==> src/sv/fpr_pkg.sv <==
// ----------------------------------------------------------------------------
// fpr_pkg
// Shared constants and types for the fifo page replacement block.
// ----------------------------------------------------------------------------
package fpr_pkg;

	// sizing
	localparam int MAX_FRAMES = 8;
	localparam int PAGE_BITS  = 16;
	localparam int FIDX_W     = (MAX_FRAMES > 1) ? $clog2(MAX_FRAMES) : 1;
	localparam int CFG_W      = 4;
	localparam int NCNT_W     = ($clog2(MAX_FRAMES + 1) > CFG_W) ?
		$clog2(MAX_FRAMES + 1) : CFG_W;

	// result field widths
	localparam int OUT_IDX_W = 3;
	localparam int OUT_PG_W  = 16;
	localparam int COUNT_W   = 16;
	localparam logic [COUNT_W-1:0] COUNT_MAX = {COUNT_W{1'b1}};

	// packed result beat: fields from the lowest bit up
	localparam int RES_BITS = 1 + OUT_IDX_W + 1 + OUT_PG_W + 2 * COUNT_W;
	localparam int RES_W    = ((RES_BITS + 7) / 8) * 8;
	localparam int IN_W     = ((PAGE_BITS + 7) / 8) * 8;

	// configuration register map
	localparam int APB_AW = 3;
	localparam logic REG_FRAMES_IN_USE = 1'b0;

	// search and victim information handed from cell to cell
	typedef struct packed {
		logic              found;
		logic [FIDX_W-1:0] hit_slot;
		logic              ev_valid;
		logic [PAGE_BITS-1:0] ev_page;
	} chain_t;

	// per-cell control from the top level
	typedef struct packed {
		logic              active;
		logic              victim;
		logic              load;
		logic [FIDX_W-1:0] idx;
	} cell_ctrl_t;

endpackage

==> src/sv/fpr_cell.sv <==
// ----------------------------------------------------------------------------
// fpr_cell
// One page frame: holds a page and its valid bit, joins the priority search
// and offers its contents as eviction candidate.
// ----------------------------------------------------------------------------
module fpr_cell (
	input  logic                         clk,
	input  logic                         arst_n,
	input  fpr_pkg::cell_ctrl_t          ctrl,
	input  logic [fpr_pkg::PAGE_BITS-1:0] page,
	input  fpr_pkg::chain_t              chain_in,
	output fpr_pkg::chain_t              chain_out
);

	logic [fpr_pkg::PAGE_BITS-1:0] page_q;
	logic                          valid_q;
	logic                          match;

	// frame storage, loaded on a fault that picks this frame
	always_ff @(posedge clk or negedge arst_n) begin
		if (!arst_n) begin
			valid_q <= 1'b0;
		end else if (ctrl.load) begin
			valid_q <= 1'b1;
		end
	end

	always_ff @(posedge clk) begin
		if (ctrl.load) begin
			page_q <= page;
		end
	end

	// lowest matching frame wins: an earlier find passes straight through
	assign match = ctrl.active && valid_q && (page_q == page);

	always_comb begin
		chain_out = chain_in;
		if (!chain_in.found && match) begin
			chain_out.found    = 1'b1;
			chain_out.hit_slot = ctrl.idx;
		end
		if (ctrl.victim) begin
			chain_out.ev_valid = valid_q;
			chain_out.ev_page  = valid_q ? page_q : '0;
		end
	end

endmodule

==> src/sv/fifo_page_replacement.sv <==
// ----------------------------------------------------------------------------
// fifo_page_replacement
// FIFO page replacement unit built as a row of frame cells.
// ----------------------------------------------------------------------------
// Each beat on the slave side carries one page reference; one result beat
// follows for each. The page is looked up in all active frames at once along
// the row of frame cells, so a reference is resolved in the cycle it is taken
// and its result is captured in the output register; with the output side
// ready the block takes one reference every cycle. A fault fills the frame
// named by the round-robin replace pointer. frames_in_use is written over the
// APB port at address 0; the user must write it only while the block is idle,
// as the block does not enforce this. 0 acts as 1 and values above the frame
// count act as the frame count.
module fifo_page_replacement (
	input  logic                        clk,
	input  logic                        arst_n,
	// page_number
	input  logic                        s_tvalid,
	output logic                        s_tready,
	input  logic [fpr_pkg::IN_W-1:0]    s_tdata,
	// hit, frame_index, evicted_valid, evicted_page, fault_count, hit_count
	output logic                        m_tvalid,
	input  logic                        m_tready,
	output logic [fpr_pkg::RES_W-1:0]   m_tdata,
	// configuration
	input  logic                        psel,
	input  logic                        penable,
	input  logic                        pwrite,
	input  logic [fpr_pkg::APB_AW-1:0]  paddr,
	input  logic [31:0]                 pwdata,
	output logic [31:0]                 prdata,
	output logic                        pready
);

	logic [fpr_pkg::CFG_W-1:0]     frames_in_use_q;
	logic [fpr_pkg::FIDX_W-1:0]    replace_ptr_q;
	logic [fpr_pkg::COUNT_W-1:0]   faults_q;
	logic [fpr_pkg::COUNT_W-1:0]   hits_q;
	logic                          m_tvalid_q;
	logic [fpr_pkg::RES_W-1:0]     m_tdata_q;

	logic [fpr_pkg::NCNT_W-1:0]    n_act;
	logic [fpr_pkg::NCNT_W-1:0]    ptr_ext;
	logic [fpr_pkg::NCNT_W-1:0]    victim_ext;
	logic [fpr_pkg::NCNT_W-1:0]    victim_inc;
	logic [fpr_pkg::FIDX_W-1:0]    victim;
	logic [fpr_pkg::FIDX_W-1:0]    next_ptr;
	logic [fpr_pkg::PAGE_BITS-1:0] page;
	logic                          accept;
	logic                          fault;
	logic [fpr_pkg::FIDX_W-1:0]    slot;
	logic [fpr_pkg::COUNT_W-1:0]   faults_nxt;
	logic [fpr_pkg::COUNT_W-1:0]   hits_nxt;
	logic                          cfg_wr;

	fpr_pkg::chain_t     chain [fpr_pkg::MAX_FRAMES+1];
	fpr_pkg::cell_ctrl_t ctrl  [fpr_pkg::MAX_FRAMES];

	// apb register access
	assign pready = 1'b1;
	assign cfg_wr = psel && penable && pwrite && (paddr[2] == fpr_pkg::REG_FRAMES_IN_USE);
	assign prdata = (paddr[2] == fpr_pkg::REG_FRAMES_IN_USE) ?
		{{(32 - fpr_pkg::CFG_W){1'b0}}, frames_in_use_q} : 32'd0;

	always_ff @(posedge clk or negedge arst_n) begin
		if (!arst_n) begin
			frames_in_use_q <= fpr_pkg::CFG_W'(fpr_pkg::MAX_FRAMES);
		end else if (cfg_wr) begin
			frames_in_use_q <= pwdata[fpr_pkg::CFG_W-1:0];
		end
	end

	// active frame count, clamped to one .. MAX_FRAMES
	always_comb begin
		n_act = fpr_pkg::NCNT_W'(frames_in_use_q);
		if (frames_in_use_q == '0) begin
			n_act = fpr_pkg::NCNT_W'(1);
		end else if (fpr_pkg::NCNT_W'(frames_in_use_q) >
			fpr_pkg::NCNT_W'(fpr_pkg::MAX_FRAMES)) begin
			n_act = fpr_pkg::NCNT_W'(fpr_pkg::MAX_FRAMES);
		end
	end

	// victim frame and the pointer after a fault
	assign ptr_ext    = fpr_pkg::NCNT_W'(replace_ptr_q);
	assign victim     = (ptr_ext < n_act) ? replace_ptr_q : '0;
	assign victim_ext = fpr_pkg::NCNT_W'(victim);
	assign victim_inc = victim_ext + fpr_pkg::NCNT_W'(1);
	assign next_ptr   = (victim_inc >= n_act) ? '0 : victim_inc[fpr_pkg::FIDX_W-1:0];

	// handshake: output register frees as its beat leaves
	assign page     = s_tdata[fpr_pkg::PAGE_BITS-1:0];
	assign s_tready = !m_tvalid_q || m_tready;
	assign accept   = s_tvalid && s_tready;

	// row of frame cells
	assign chain[0] = '0;

	for (genvar i = 0; i < fpr_pkg::MAX_FRAMES; i++) begin : g_cell
		assign ctrl[i].active = (fpr_pkg::NCNT_W'(i) < n_act);
		assign ctrl[i].victim = (victim == fpr_pkg::FIDX_W'(i));
		assign ctrl[i].load   = accept && !chain[fpr_pkg::MAX_FRAMES].found &&
			(victim == fpr_pkg::FIDX_W'(i));
		assign ctrl[i].idx    = fpr_pkg::FIDX_W'(i);

		fpr_cell u_cell (
			.clk       (clk),
			.arst_n    (arst_n),
			.ctrl      (ctrl[i]),
			.page      (page),
			.chain_in  (chain[i]),
			.chain_out (chain[i+1])
		);
	end

	assign fault = !chain[fpr_pkg::MAX_FRAMES].found;
	assign slot  = fault ? victim : chain[fpr_pkg::MAX_FRAMES].hit_slot;

	// saturating totals
	assign faults_nxt = (fault && faults_q != fpr_pkg::COUNT_MAX) ?
		faults_q + fpr_pkg::COUNT_W'(1) : faults_q;
	assign hits_nxt = (!fault && hits_q != fpr_pkg::COUNT_MAX) ?
		hits_q + fpr_pkg::COUNT_W'(1) : hits_q;

	always_ff @(posedge clk or negedge arst_n) begin
		if (!arst_n) begin
			replace_ptr_q <= '0;
			faults_q      <= '0;
			hits_q        <= '0;
		end else if (accept) begin
			faults_q <= faults_nxt;
			hits_q   <= hits_nxt;
			if (fault) begin
				replace_ptr_q <= next_ptr;
			end
		end
	end

	// result beat register
	always_ff @(posedge clk or negedge arst_n) begin
		if (!arst_n) begin
			m_tvalid_q <= 1'b0;
		end else if (accept) begin
			m_tvalid_q <= 1'b1;
		end else if (m_tready) begin
			m_tvalid_q <= 1'b0;
		end
	end

	always_ff @(posedge clk) begin
		if (accept) begin
			m_tdata_q <= fpr_pkg::RES_W'({
				hits_nxt,
				faults_nxt,
				fault ? fpr_pkg::OUT_PG_W'(chain[fpr_pkg::MAX_FRAMES].ev_page) :
					fpr_pkg::OUT_PG_W'(0),
				fault && chain[fpr_pkg::MAX_FRAMES].ev_valid,
				fpr_pkg::OUT_IDX_W'(slot),
				!fault
			});
		end
	end

	assign m_tvalid = m_tvalid_q;
	assign m_tdata  = m_tdata_q;

endmodule

==> config.mk <==
export PLATFORM = sky130hd
export DESIGN_NAME = fifo_page_replacement
export DESIGN_NICKNAME = d
export VERILOG_FILES = /design/src/sv/fpr_pkg.sv /design/src/sv/fpr_cell.sv /design/src/sv/fifo_page_replacement.sv
export SDC_FILE = /design/constraint.sdc
export NUM_CORES = 1
export LEC_CHECK = 0
export ABC_AREA = 1
export BUFFER_PORTS_ARGS = -buffer_cell sky130_fd_sc_hd__clkbuf_2
export CAP_MARGIN = 20
export CORE_UTILIZATION = 45
export CTS_BUF_LIST = sky130_fd_sc_hd__clkbuf_4 sky130_fd_sc_hd__clkbuf_8
export CTS_CLUSTER_DIAMETER = 80
export DETAILED_ROUTE_END_ITERATION = 10
export PLACE_DENSITY = 0.66
export RECOVER_POWER = 50
export SKIP_LAST_GASP = 1
export SLEW_MARGIN = 0
export SYNTH_ARGS = -nofsm -noshare
export SYNTH_HDL_FRONTEND = slang
export SYNTH_SLANG_ARGS = --single-unit
==> constraint.sdc <==
create_clock -name clk -period 3.8 [get_ports clk]
set_input_delay 0.76 -clock clk [delete_from_list [all_inputs] [get_ports clk]]
set_output_delay 0.76 -clock clk [all_outputs]
set_load 0.1 [all_outputs]
### Yosys cells after proc, flatten, opt, wreduce, memory -nomap -nowiden

Index checks and enable logic that the tools add are counted.

* bitwise logic cells: 2
* add/sub/neg operators: 3
* equality and inequality tests: 17
* order comparisons: 11
* muxes and demuxes: 34
* reductions and logical operators: 53

Operator list (number)
* $mux 16: 10
* $mux 17: 8
* $eq 16x16->1: 8
* $mux 4: 11
* $logic_and 1x1->1: 39
* $add 16x1->16 const B: 2
* $ne 16x16->1 const B: 2
* $lt 3x4->1 const A: 4
* $eq 3x3->1 const B: 4
* $logic_not 1->1: 9
* $mux 3: 3
* $lt 1x4->1 const A: 2
* $lt 2x4->1 const A: 2
* $eq 3x2->1 const B: 2
* $add 3x1->4 const B: 1
* $ge 4x4->1: 1
* $gt 4x4->1 const B: 1
* $logic_not 4->1: 1
* $lt 3x4->1: 1
* $eq 3x1->1 const B: 1
* $logic_not 3->1: 1
* $mux 1: 2
* $not 1->1: 2
* $reduce_and 2->1: 1
* other kinds (2): 2

* output and inout port bits: 91
* register bits: 229
* logic and storage cells: 143
* bits of input ports: 58

### Longest topological paths before layout

* depth after elaboration: 31
* gate-level depth with buffers: 25
* gate-level depth less buffers: 24

### By module

Synthesis repeated with hierarchy kept, for this count alone.

* cells, all modules: 2024
* area total of the unflattened synthesis: 14809.2 um^2

By module, submodules not included
* fpr_cell: cells an instance 173, seq. area each 505.5 um^2, area an instance 1189.9 um^2, instances 8
* fifo_page_replacement: cells an instance 640, seq. area each 2593.7 um^2, area an instance 5290.1 um^2, instances 1

### Worst setup path before layout

OpenSTA, ideal clock, no wires.

* path kind: flip-flop to flip-flop
* from: register m_tvalid_q, in the netlist m_tvalid
* to: register m_tdata_q, in the netlist m_tdata[0], enable pin
* setup time: 0.438 ns
* data arrival time: 3.861 ns
* data required time: 3.362 ns
* stages on the path, launching flop included: 5
* setup slack: -0.499 ns
* path buffers: 1
* period minus slack after synthesis: 4.299 ns
* cell sequence: dfrtp_1 -> nand2_1 -> nand2_1 -> inv_1 -> clkbuf_1

* word-level cells in the longest chain between the ends: 3

Ends and longest elaborated chain
* start, declared: RTL line fifo_page_replacement.sv:39 `logic m_tvalid_q;`
* start signal, assigned: RTL line fifo_page_replacement.sv:142 `m_tvalid_q <= 1'b0;`
* start signal, assigned: RTL line fifo_page_replacement.sv:144 `m_tvalid_q <= 1'b1;`
* start signal, assigned: RTL line fifo_page_replacement.sv:146 `m_tvalid_q <= 1'b0;`
* $logic_not 1->1: RTL line fifo_page_replacement.sv:93 `assign s_tready = !m_tvalid_q || m_tready;`
* $logic_or 1x1->1: RTL line fifo_page_replacement.sv:93
* via s_tready: RTL line fifo_page_replacement.sv:19 `output logic s_tready,`
* $logic_and 1x1->1: RTL line fifo_page_replacement.sv:94 `assign accept = s_tvalid && s_tready;`
* via accept: RTL line fifo_page_replacement.sv:49 `logic accept;`
* end signal, assigned: RTL line fifo_page_replacement.sv:152 `m_tdata_q <= fpr_pkg::RES_W'({`
* end, declared: RTL line fifo_page_replacement.sv:40 `logic [fpr_pkg::RES_W-1:0] m_tdata_q;`

The timed path passes the listed nets, and every way through them passes these cells.
A chain may end at the register's enable or synchronous reset.

### Final worst setup path

* from: register frames_in_use_q[3] in the netlist's numbering
* to: register m_tdata_q, in the netlist m_tdata[19] (data pin)

* word-level cells in the longest chain between the ends: 28
* elaborated cells between the ends (all ways): 68
* those cells by class: order compare: 10; eq/ne: 7; mux: 19; reduce/logical: 32

Ends and longest elaborated chain
* start, declared: RTL line fifo_page_replacement.sv:35 `logic [fpr_pkg::CFG_W-1:0] frames_in_use_q;`
* start signal, assigned: RTL line fifo_page_replacement.sv:67 `frames_in_use_q <= fpr_pkg::CFG_W'(fpr_pkg::MAX_FRAMES);`
* start signal, assigned: RTL line fifo_page_replacement.sv:69 `frames_in_use_q <= pwdata[fpr_pkg::CFG_W-1:0];`
* $gt 4x4->1: RTL line fifo_page_replacement.sv:78 `end else if (fpr_pkg::NCNT_W'(frames_in_use_q) >`
* $mux 4: RTL line fifo_page_replacement.sv:78
* $mux 4 (*): RTL line fifo_page_replacement.sv:76 `if (frames_in_use_q == '0) begin`
* $lt 1x4->1: RTL line fifo_page_replacement.sv:100 `assign ctrl[i].active = (fpr_pkg::NCNT_W'(i) < n_act);`
* $logic_and 1x1->1 (2 in a row): RTL line fpr_cell.sv:35 `assign match = ctrl.active && valid_q && (page_q == page);`
* $mux 4: RTL line fpr_cell.sv:39 `if (!chain_in.found && match) begin`
* $logic_not 1->1: RTL line fpr_cell.sv:39
* $logic_and 1x1->1: RTL line fpr_cell.sv:39
* [11 not listed]
* $logic_and 1x1->1: RTL line fpr_cell.sv:39
* $mux 4: RTL line fpr_cell.sv:39
* $logic_not 1->1: RTL line fpr_cell.sv:39
* $logic_and 1x1->1: RTL line fpr_cell.sv:39
* $mux 4: RTL line fpr_cell.sv:39
* $logic_not 1->1: RTL line fpr_cell.sv:39
* $logic_and 1x1->1: RTL line fpr_cell.sv:39
* $mux 4: RTL line fpr_cell.sv:39

Mark *: on every way between the ends. The rest lies on a longest branch, timed or not.

==> results.ini <==
[outcome]
outcome = finished with violations
violations = capacitance limit, slew limit

[setup_path]
critical_path.max_fanout = 17
crit_required_ns = 4.20
cp-start-kind = flip-flop
crit_path_end_kind = flip-flop
path_class = flip-flop to flip-flop
critPathArrivalTime_ns = 3.87

[route]
drtPass1Iterations = 6
via_per_inst = 5.31
wire_per_inst_um = 17.1
vias = 12000
finalWirelength_mm = 38.6
dr.first_iter.drc_count = 1320
drc_errors = 0
postRouteAntennaNets = 0

[timing]
fmax_mhz = 288
hold_viol = 0
rsz0062_at_grt = false
setup_ws_ns = 0.333
period_needed_ns = 3.47
drv_slew = 31
finalCritPeriodShare = 0.912
fin_skew_ns = 0.0365
tightest_slew_ns = 1.78
setup_viol = 0
slew_headroom = -0.189

[power_and_ir_drop]
p_seq_frac = 0.329
ir_worst_vdd_v = 0.000314
power.leakage_nw = 6.99
p_per_area_nw_per_um2 = 671
clkPwrFrac = 0.233
power_frac_comb = 0.438
switching_power_mw = 4.69
p_int_mw = 5.76
p_sw_frac = 0.449

[yosys]
synth.avg_cell_area_um2 = 8.07
synth_flop_cell = edfxtp_1
seq_area_frac_synth = 0.481
syn_area_um2 = 13800
ys_top_cells_by_area = edfxtp_1 39%, nand2_1 15%, dfrtp_1 8.5%
ys_seq_elements = 229
yosysTopAreaCellShare = 0.394
async_flop_share = 0.210
synth_area_leader_cell = edfxtp_1
synth_edf_count = 181
ys_warn_count = 0
synthCells = 1710
synth_cell_types = 51

[clock_network]
cts_buffers = 41
cts_sinks = 229
ctsLongestPathBuffers = 3
ctsRootBufferMaster = clkbuf_8
htree_levels = 2
cts_tree = done
clk_latency_ns = 0.57
post-cts-setup-buffers = 0
clk_pin_slew_ns = 0.06

[global_routing]
met2_usage = 0.396
use_met1 = 0.351
grt_pass1_vias = 11200
grt.busiest_layer = met2
antenna_found_initial = 0
grt_pass1_wl_mm = 60.0
grt_max_degree = 56
grt_usage = 0.250
overflow = 0
grt_use_met3 = 0.0322

[floorplan]
dieArea_um2 = 31400
start_util = 0.462
ioPinCount = 149
die_w_um = 177
chipHeight_um = 177
rows = 63
core_area_um2 = 29900

[cells_and_area]
area_delta_synth_final_pct = 12.7
drive_gt1_frac = 0.106
fin_cells = 2250
fill_cells = 2900
n_antenna_cell = 0
final_nets = 1903

[placement]
routabilityCongestion = 0.997
place_inst = 2177
place_ws_ns = -0.0532
dpl.hpwl_mm = 29.0
port_buffers = 86

[flow_run]
max_cap_violations = 1

[hold_path]
min_path_type = input pin to flip-flop

-- worst max-delay path, cell delays in order (launching register included) --
cell	delay (ns)
dfstp_2	0.66
nor2_1	0.10
inv_1	0.13
ha_1	0.24
inv_1	0.05
nor2_1	0.03
nand2_1	0.10
nand2_1	0.09
nor2_1	0.17
inv_1	0.13
ha_1	0.25
nor2_1	0.15
buf_6	0.21
nand4_1	0.13
nand3_1	0.11
nand2_1	0.10
nand2_1	0.08
nand2_1	0.05
nand2_1	0.06
nand2_1	0.05
nand2_1	0.07
nand2_1	0.06
nand2_1	0.06
nand2_1	0.05
a21oi_1	0.14
-- per-stage QoR --
step	util	TNS, ns	area, um2	hold WS, ns	power (mW)
after floorplan	-	0	13900	0.456	6.92
after global placement	0.495	-0.0517	14800	0.505	8.00
after detailed placement	0.495	-0.258	14800	0.512	8.05
after CTS	0.525	0	15700	0.295	10.5
after global routing	0.521	0	15600	0.462	11.1
final	0.521	0	15600	0.451	10.4
-- sequential cells by signal, summed over array words and instances, names as in the netlist --
signal                 cells
g_cell.u_cell.page_q     128
m_tvalid                   1
faults_q                  16
g_cell.u_cell.valid_q      8
hits_q                    16
replace_ptr_q              3
m_tdata                   53
frames_in_use_q            4
-- cells in the final DEF (no fill, tap or decap), types with 3 or more instances in the layout --
cell type  count
o21ai_0       31
inv_2         16
ha_1          13
clkinv_1       5
and3_1         3
clkbuf_1      57
dfrtp_1       47
xor2_1        44
or2_2          7
clkbuf_4      10
nor3_2         3
nand4_1       76
nor2_1       185
inv_1        168
clkinv_2       5
clkbuf_8      48
or2_1         11
nand3b_1      26
nand3_1       94
nor3_1        47
conb_1        32
nor3b_1        8
nor2_4         5
buf_4         22
buf_12         9
a21oi_1       29
edfxtp_1     181
clkbuf_2      45
o21ai_1       10
nor4_1        20
xnor2_1       29
nand2_1      535
-- path summary, 6_finish.rpt --
path | slack (ns) | from | end | cells after the start
setup / recovery | 0.33 | frames_in_use_q[3] | m_tdata[19] | 24
setup reg to reg | 0.33 | frames_in_use_q[3] | m_tdata[19] | 24
hold reg to reg | 0.52 | m_tvalid | m_tvalid | 2
min in group asynchronous | 0.67 | arst_n | faults_q[10] | 1
max in group asynchronous | 1.36 | arst_n | hits_q[4] | 2
hold / removal | 0.45 | pwdata[3] | frames_in_use_q[3] | 3
-- cell families (layout without fill, tap and decap cells) --
kind of cell | count (synthesis) | in the layout | synth area share
buffers and inverters | 273 | 393 | 0.0885
xor gates and xnor gates | 77 | 77 | 0.0511
AOI/OAI and AO/OA | 78 | 78 | 0.0297
and+or+nand+nor | 1037 | 1037 | 0.336
other | 2 | 32 | 0.000544
adders and majority gates | 14 | 14 | 0.0127
DFF | 229 | 229 | 0.481
-- cell usage after synthesis, types with 2 or more instances --
library cell,count
nand2_2,2
o21ai_1,10
conb_1,2
inv_1,169
nor4_1,20
nor2_4,4
and2_1,2
o21ai_0,31
nor3_2,3
buf_6,2
nor3b_1,8
xnor2_2,2
and3_1,3
o22ai_1,2
xor2_1,44
nand2_4,2
inv_2,16
nor3_1,47
nand3_2,2
xnor2_1,29
a21oi_1,29
xor2_2,2
or2_2,7
nor2_1,185
clkbuf_1,22
nand3_1,94
o2111ai_1,2
nand2_1,535
ha_1,14
nor2_2,3
a21boi_0,2
nand3b_1,26
buf_4,41
buf_2,20
edfxtp_1,181
dfrtp_1,47
nand4_1,76
or2_1,11
-- power by group through the flow --
stage / logic [mW] / clock network [mW] / registers [mW]
floorplan: 2.46 / 0 / 4.45
global placement: 4.54 / 0 / 3.46
detailed placement: 4.57 / 0 / 3.48
CTS: 4.60 / 2.48 / 3.43
global route: 5.04 / 2.58 / 3.47
finish: 4.58 / 2.43 / 3.43
-- per-layer routing --
metal | routed length [um] | part of all wire
met5 | 0 | 0
met4 | 1120 | 0.029
met3 | 3030 | 0.079
met2 | 17100 | 0.44
met1 | 17300 | 0.45
-- layout make-up --
| class | count | area [um2] | area share |
|---|---|---|---|
| sequential | 229 | 6640 | 0.427 |
| multi-input combinational | 1238 | 6060 | 0.390 |
| timing repair buffer | 134 | 796 | 0.0512 |
| clock buffer | 58 | 736 | 0.0473 |
| inverter | 187 | 708 | 0.0455 |
| tap | 390 | 488 | 0.0314 |
| clock inverter | 14 | 129 | 0.00829 |
-- what timing repair did --
item | 4_1_cts | 5_1_grt
setup endpoints to repair | 16 | 15
endpoints found under the hold margin | 0 | 0
pin swaps | 0 | 0
hold buffers | 0 | 0
resized for setup | 1 | 3
No activity file was read; power rests on OpenSTA's default activity.
